==> config.mk <==
export PLATFORM = sky130hd
export DESIGN_NAME = rdcs_ram
export DESIGN_NICKNAME = d
export VERILOG_FILES = /design/src/hdl/rope_distance_constraint_solver_assert.svh /design/src/hdl/rdcs_ram.sv
export SDC_FILE = /design/constraint.sdc
export NUM_CORES = 1
export LEC_CHECK = 0
export ABC_AREA = 1
export CAP_MARGIN = 0
export CORE_MARGIN = 3
export CORE_UTILIZATION = 40
export CTS_BUF_LIST = sky130_fd_sc_hd__clkbuf_16
export DETAILED_ROUTE_END_ITERATION = 8
export DONT_BUFFER_PORTS = 1
export PLACE_DENSITY = 0.52
export SLEW_MARGIN = 25
export SYNTH_ARGS = -nofsm -noshare
export SYNTH_HDL_FRONTEND = slang
export SYNTH_SLANG_ARGS = --single-unit
==> constraint.sdc <==
create_clock -name aclk -period 3.2 [get_ports aclk]
set_input_delay 0.64 -clock aclk [delete_from_list [all_inputs] [get_ports aclk]]
set_output_delay 0.64 -clock aclk [all_outputs]
set_load 0.05 [all_outputs]
==> src/hdl/rope_distance_constraint_solver_assert.svh <==
// Assertion macros shared by the rope solver RTL.
// Each macro samples on the rising edge of aclk and is inactive while aresetn is low.
`ifndef ROPE_DISTANCE_CONSTRAINT_SOLVER_ASSERT_SVH
`define ROPE_DISTANCE_CONSTRAINT_SOLVER_ASSERT_SVH

// The consequent must hold in the same cycle as the antecedent.
`define RDCS_ASSERT_SAME(label, ante, cons, msg) \
    label: assert property (@(posedge aclk) disable iff (!aresetn) (ante) |-> (cons)) \
        else $error(msg);

// The consequent must hold in the cycle after the antecedent.
`define RDCS_ASSERT_NEXT(label, ante, cons, msg) \
    label: assert property (@(posedge aclk) disable iff (!aresetn) (ante) |=> (cons)) \
        else $error(msg);

`endif

==> src/hdl/rdcs_ram.sv <==
module rdcs_ram #(
    parameter int WIDTH = 8,
    parameter int DEPTH = 64,
    localparam int ADDR_W = $clog2(DEPTH)
) (
    input  logic              aclk,
    input  logic              we,
    input  logic [ADDR_W-1:0] waddr,
    input  logic [WIDTH-1:0]  wdata,
    input  logic              re,
    input  logic [ADDR_W-1:0] raddr,
    output logic [WIDTH-1:0]  rdata
);

    logic [WIDTH-1:0] mem [DEPTH];

    // One write port, one registered read port; read data holds when idle.
    always_ff @(posedge aclk) begin
        if (we) begin
            mem[waddr] <= wdata;
        end
        if (re) begin
            rdata <= mem[raddr];
        end
    end

endmodule

* After elaboration in Yosys (flattened, before gate mapping) *
Memories as Yosys holds them, arrays and structs flattened. A register that Yosys moved wholly into a read port is not among the register bits.
Index checks and enable logic that the tools add are counted.

storage, ports and cells
  word-level logic and storage cells = 3
  memories = 1
  flip-flop bits (word level) = 0
  memory bits (writable) = 512

memories
  memory  depth  bits a word  read ports  clocked after Yosys merged registers in  wr ports  line            text
  mem     64     8            1           1                                        1         rdcs_ram.sv:15  logic [WIDTH-1:0] mem [DEPTH];

operators by class
  multiplexer cells = 2

operators by type and width
  kind     number
  $mux W1  2

* Depth between registers and ports, before layout *
  depth in word-level cells = 2
  depth in mapped cells = 12
  gate-level depth less buffers = 9

* Worst setup path after synthesis *
OpenSTA, ideal clock, no wires.

  path kind = in2reg
  start point = input port we
  end point = memory mem[48][0], enable pin
  stages = 3
  data arrival time = 2011 ps
  library setup time = 395 ps
  setup slack = 794 ps
  data required time = 2805 ps
  path through = clkbuf_1 nand4_1 nor4_1

between the ends
  cells in the longest elaborated chain, start to end = 2

ends and longest elaborated chain
  element                        line            text
  start: declaration             rdcs_ram.sv:7   input logic we,
  $mux W1                        rdcs_ram.sv:19  if (we) begin
  $mux W1 (implied by the code)  rdcs_ram.sv:20  mem[waddr] <= wdata;
  end: declaration               rdcs_ram.sv:15

Every way passes these cells.

==> results.json <==
{
  "setup_viol": 0,
  "area_delta_synth_final_pct": 9.91,
  "r2r_start": "mem[39][1]",
  "vdd_drop_max_uv": 337,
  "outcome": "finished clean",
  "fin_area_sq_mm": 0.0235,
  "critical_path_class": "input pin to register",
  "drtAntennaViolNets": 0,
  "tightestPinTransition_ns": 0.937,
  "routabilityCongestion": 0.798,
  "clock_skew_ns": 0.00810,
  "utilization": 0.446,
  "drive_gt1_frac": 0.0655,
  "holdPathStages": 0,
  "cts_hold_buf": 0,
  "cts.sinks": 520,
  "synth_seq_cells": 520,
  "crit_fanout": 257,
  "r2r_setup_slack_ns": 1.71,
  "powerDensity_mw_per_mm2": 599,
  "cts.clk_slew.worst_paths_ns": 0.06,
  "overflow": 0,
  "maxSlewViolCount": 0,
  "vias": 13300,
  "coreArea_sq_mm": 0.0528,
  "worstPathArrival_ns": 2.84,
  "placed_area_sq_mm": 0.0219,
  "cts_tree": "done",
  "cts_resized": 0,
  "min_to": "mem[29][7]",
  "cts_made_buffers": 53,
  "p_int_mw": 11.1,
  "r2r_cells": 8,
  "drc": 0,
  "fin_crit_sh": 0.744,
  "grt_usage": 0.196,
  "power_frac_seq": 0.540,
  "wl_per_cell_um": 21.9,
  "drv_cap": 0,
  "comb_power_share": 0.041,
  "rsz0062_at_grt": "false",
  "nNetsFinal": 1817,
  "grt_max_degree": 258,
  "grt_pass1_wl_um": 82500,
  "dieArea_sq_mm": 0.0564,
  "clk_latency_ns": 0.59,
  "postSynthAreaPerCell_sq_um": 11.9,
  "synth_area_sq_mm": 0.0214,
  "r2r_end": "rdata[1]",
  "fillCellCount": 4846,
  "die_y_um": 237,
  "hp-class": "input pin to register",
  "cts.path.max_buffers": 3,
  "cts_max_level": 2,
  "yosys_warnings": 0,
  "leakage_nw": 8.38,
  "rows": 84,
  "synth_cells": 1805,
  "synth_fp_nets": 1828,
  "pwr-share-clk": 0.419,
  "multi_input_area_sq_mm": 0.00495,
  "diodes": 0,
  "synth_cell_types": 15,
  "setup.worst_path.start": "raddr[0]",
  "first_global_vias": 12700,
  "fmax_ghz": 0.420,
  "antenna_found_initial": 0,
  "post_cts_buffers": 0,
  "ys_seq_area_frac": 0.729,
  "hold_viol": 0,
  "power.switching_mw": 2.97,
  "die_x_um": 237,
  "wl_um": 55100,
  "cp-end-kind": "register",
  "tns_ns": 0,
  "slew_headroom": 0.375,
  "io_pins": 31,
  "finalCriticalPeriod_ns": 2.38,
  "cp-start-kind": "input pin",
  "register_area_sq_mm": 0.0156,
  "cts-root-buf": "clkbuf_16",
  "place_hpwl_um": 29900,
  "fin_worst_hold_slack_ns": 0.151,
  "viasPerCell": 5.28,
  "crit_required_ns": 3.66,
  "firstDrtPassIters": 7,
  "drt_iter0_drc": 1397,
  "swShare": 0.211,
  "port_buffers": 0,
  "hold_path_startpoint": "wdata[7]",
  "start_util": 0.406
}
## worst max-delay path by stage
stage / depth (start not counted) / end
final: 10 / rdata[5]
after global routing: 10 / rdata[2]
after CTS: 0 / rdata[7]
after detailed placement: 3 / mem[8][2]
after global placement: 3 / mem[8][2]
after floorplan: 3 / mem[48][0]
## synth_stat cells
cell      count  area share
nand2_1     648        0.11
edfxtp_1    520        0.73
nand3_1     439        0.10
nor2_1       56      0.0098
buf_2        37      0.0086
buf_6        35       0.018
clkbuf_1     15      0.0026
buf_4        14      0.0049
buf_1        10      0.0018
inv_1        10      0.0018
nand4_1       9      0.0026
nor4_1        8      0.0023
buf_8         2      0.0014
inv_2         1     0.00018
inv_6         1     0.00041
## power groups by stage
stage,Sequential [mW],Combinational [mW],Clock [mW]
2_1_floorplan,7.74,0.530,0
3_3_place_gp,7.75,0.583,0
3_5_place_dp,7.75,0.586,0
4_1_cts,7.61,0.588,6.06
5_1_grt,7.61,0.651,6.33
6_report,7.61,0.584,5.91
## worst max-delay path, cell delays in order
cell,delay (ns)
inv_8,0.59
buf_12,0.38
nand2_1,0.09
nand3_1,0.09
nand3_1,0.09
nand2_1,0.09
nand2_1,0.07
nand3_1,0.17
nand3_1,0.13
nand2_1,0.09
## per-stage QoR
| stage | std cells | setup WS [ns] | power (mW) |
|---|---|---|---|
| 4_1_cts | 2521 | 1.17 | 14.3 |
| 3_5_place_dp | 2427 | 0.531 | 8.34 |
| 5_1_grt | 2521 | 1.03 | 14.6 |
| 2_1_floorplan | 1805 | 0.794 | 8.27 |
| 6_report | 2521 | 0.818 | 14.1 |
| 3_3_place_gp | 2427 | 0.616 | 8.34 |
## cell usage in the layout (no fill, tap or decap), drive strengths merged
cell,Yosys,final
clkinv,0,22
nand3,439,439
clkinvlp,0,2
nor2,56,56
bufinv,0,5
buf,98,47
edfxtp,520,520
inv,12,24
clkbuf,15,53
nor4,8,8
nand4,9,9
nand2,648,648
## area by class of cell
type,instances,share of cell area
flip-flops and latches,520,0.663
multi-input cells,1160,0.210
clock buffers,53,0.0563
well taps,688,0.0366
repair buffers,47,0.0182
clock inverters,41,0.0132
inverters,12,0.00234
## state kept, by name (all words and copies together) (netlist names)
| name | count |
|---|---|
| mem | 512 |
| rdata | 8 |
## cell families (layout without fill, tap and decap cells)
logic type,Yosys count,after routing,share of synthesized area
DFF,520,520,0.729
buffers and inverters,125,153,0.0401
and+or+nand+nor,1160,1160,0.231
## per-layer routing
| layer | global-route usage | part of all wire |
|---|---|---|
| met1 | 0.274 | 0.43 |
| met2 | 0.313 | 0.47 |
| met3 | 0.0417 | 0.072 |
| met4 | 0.0544 | 0.021 |
| met5 | 0 | 0 |
Power figures use the tool's default switching activity.
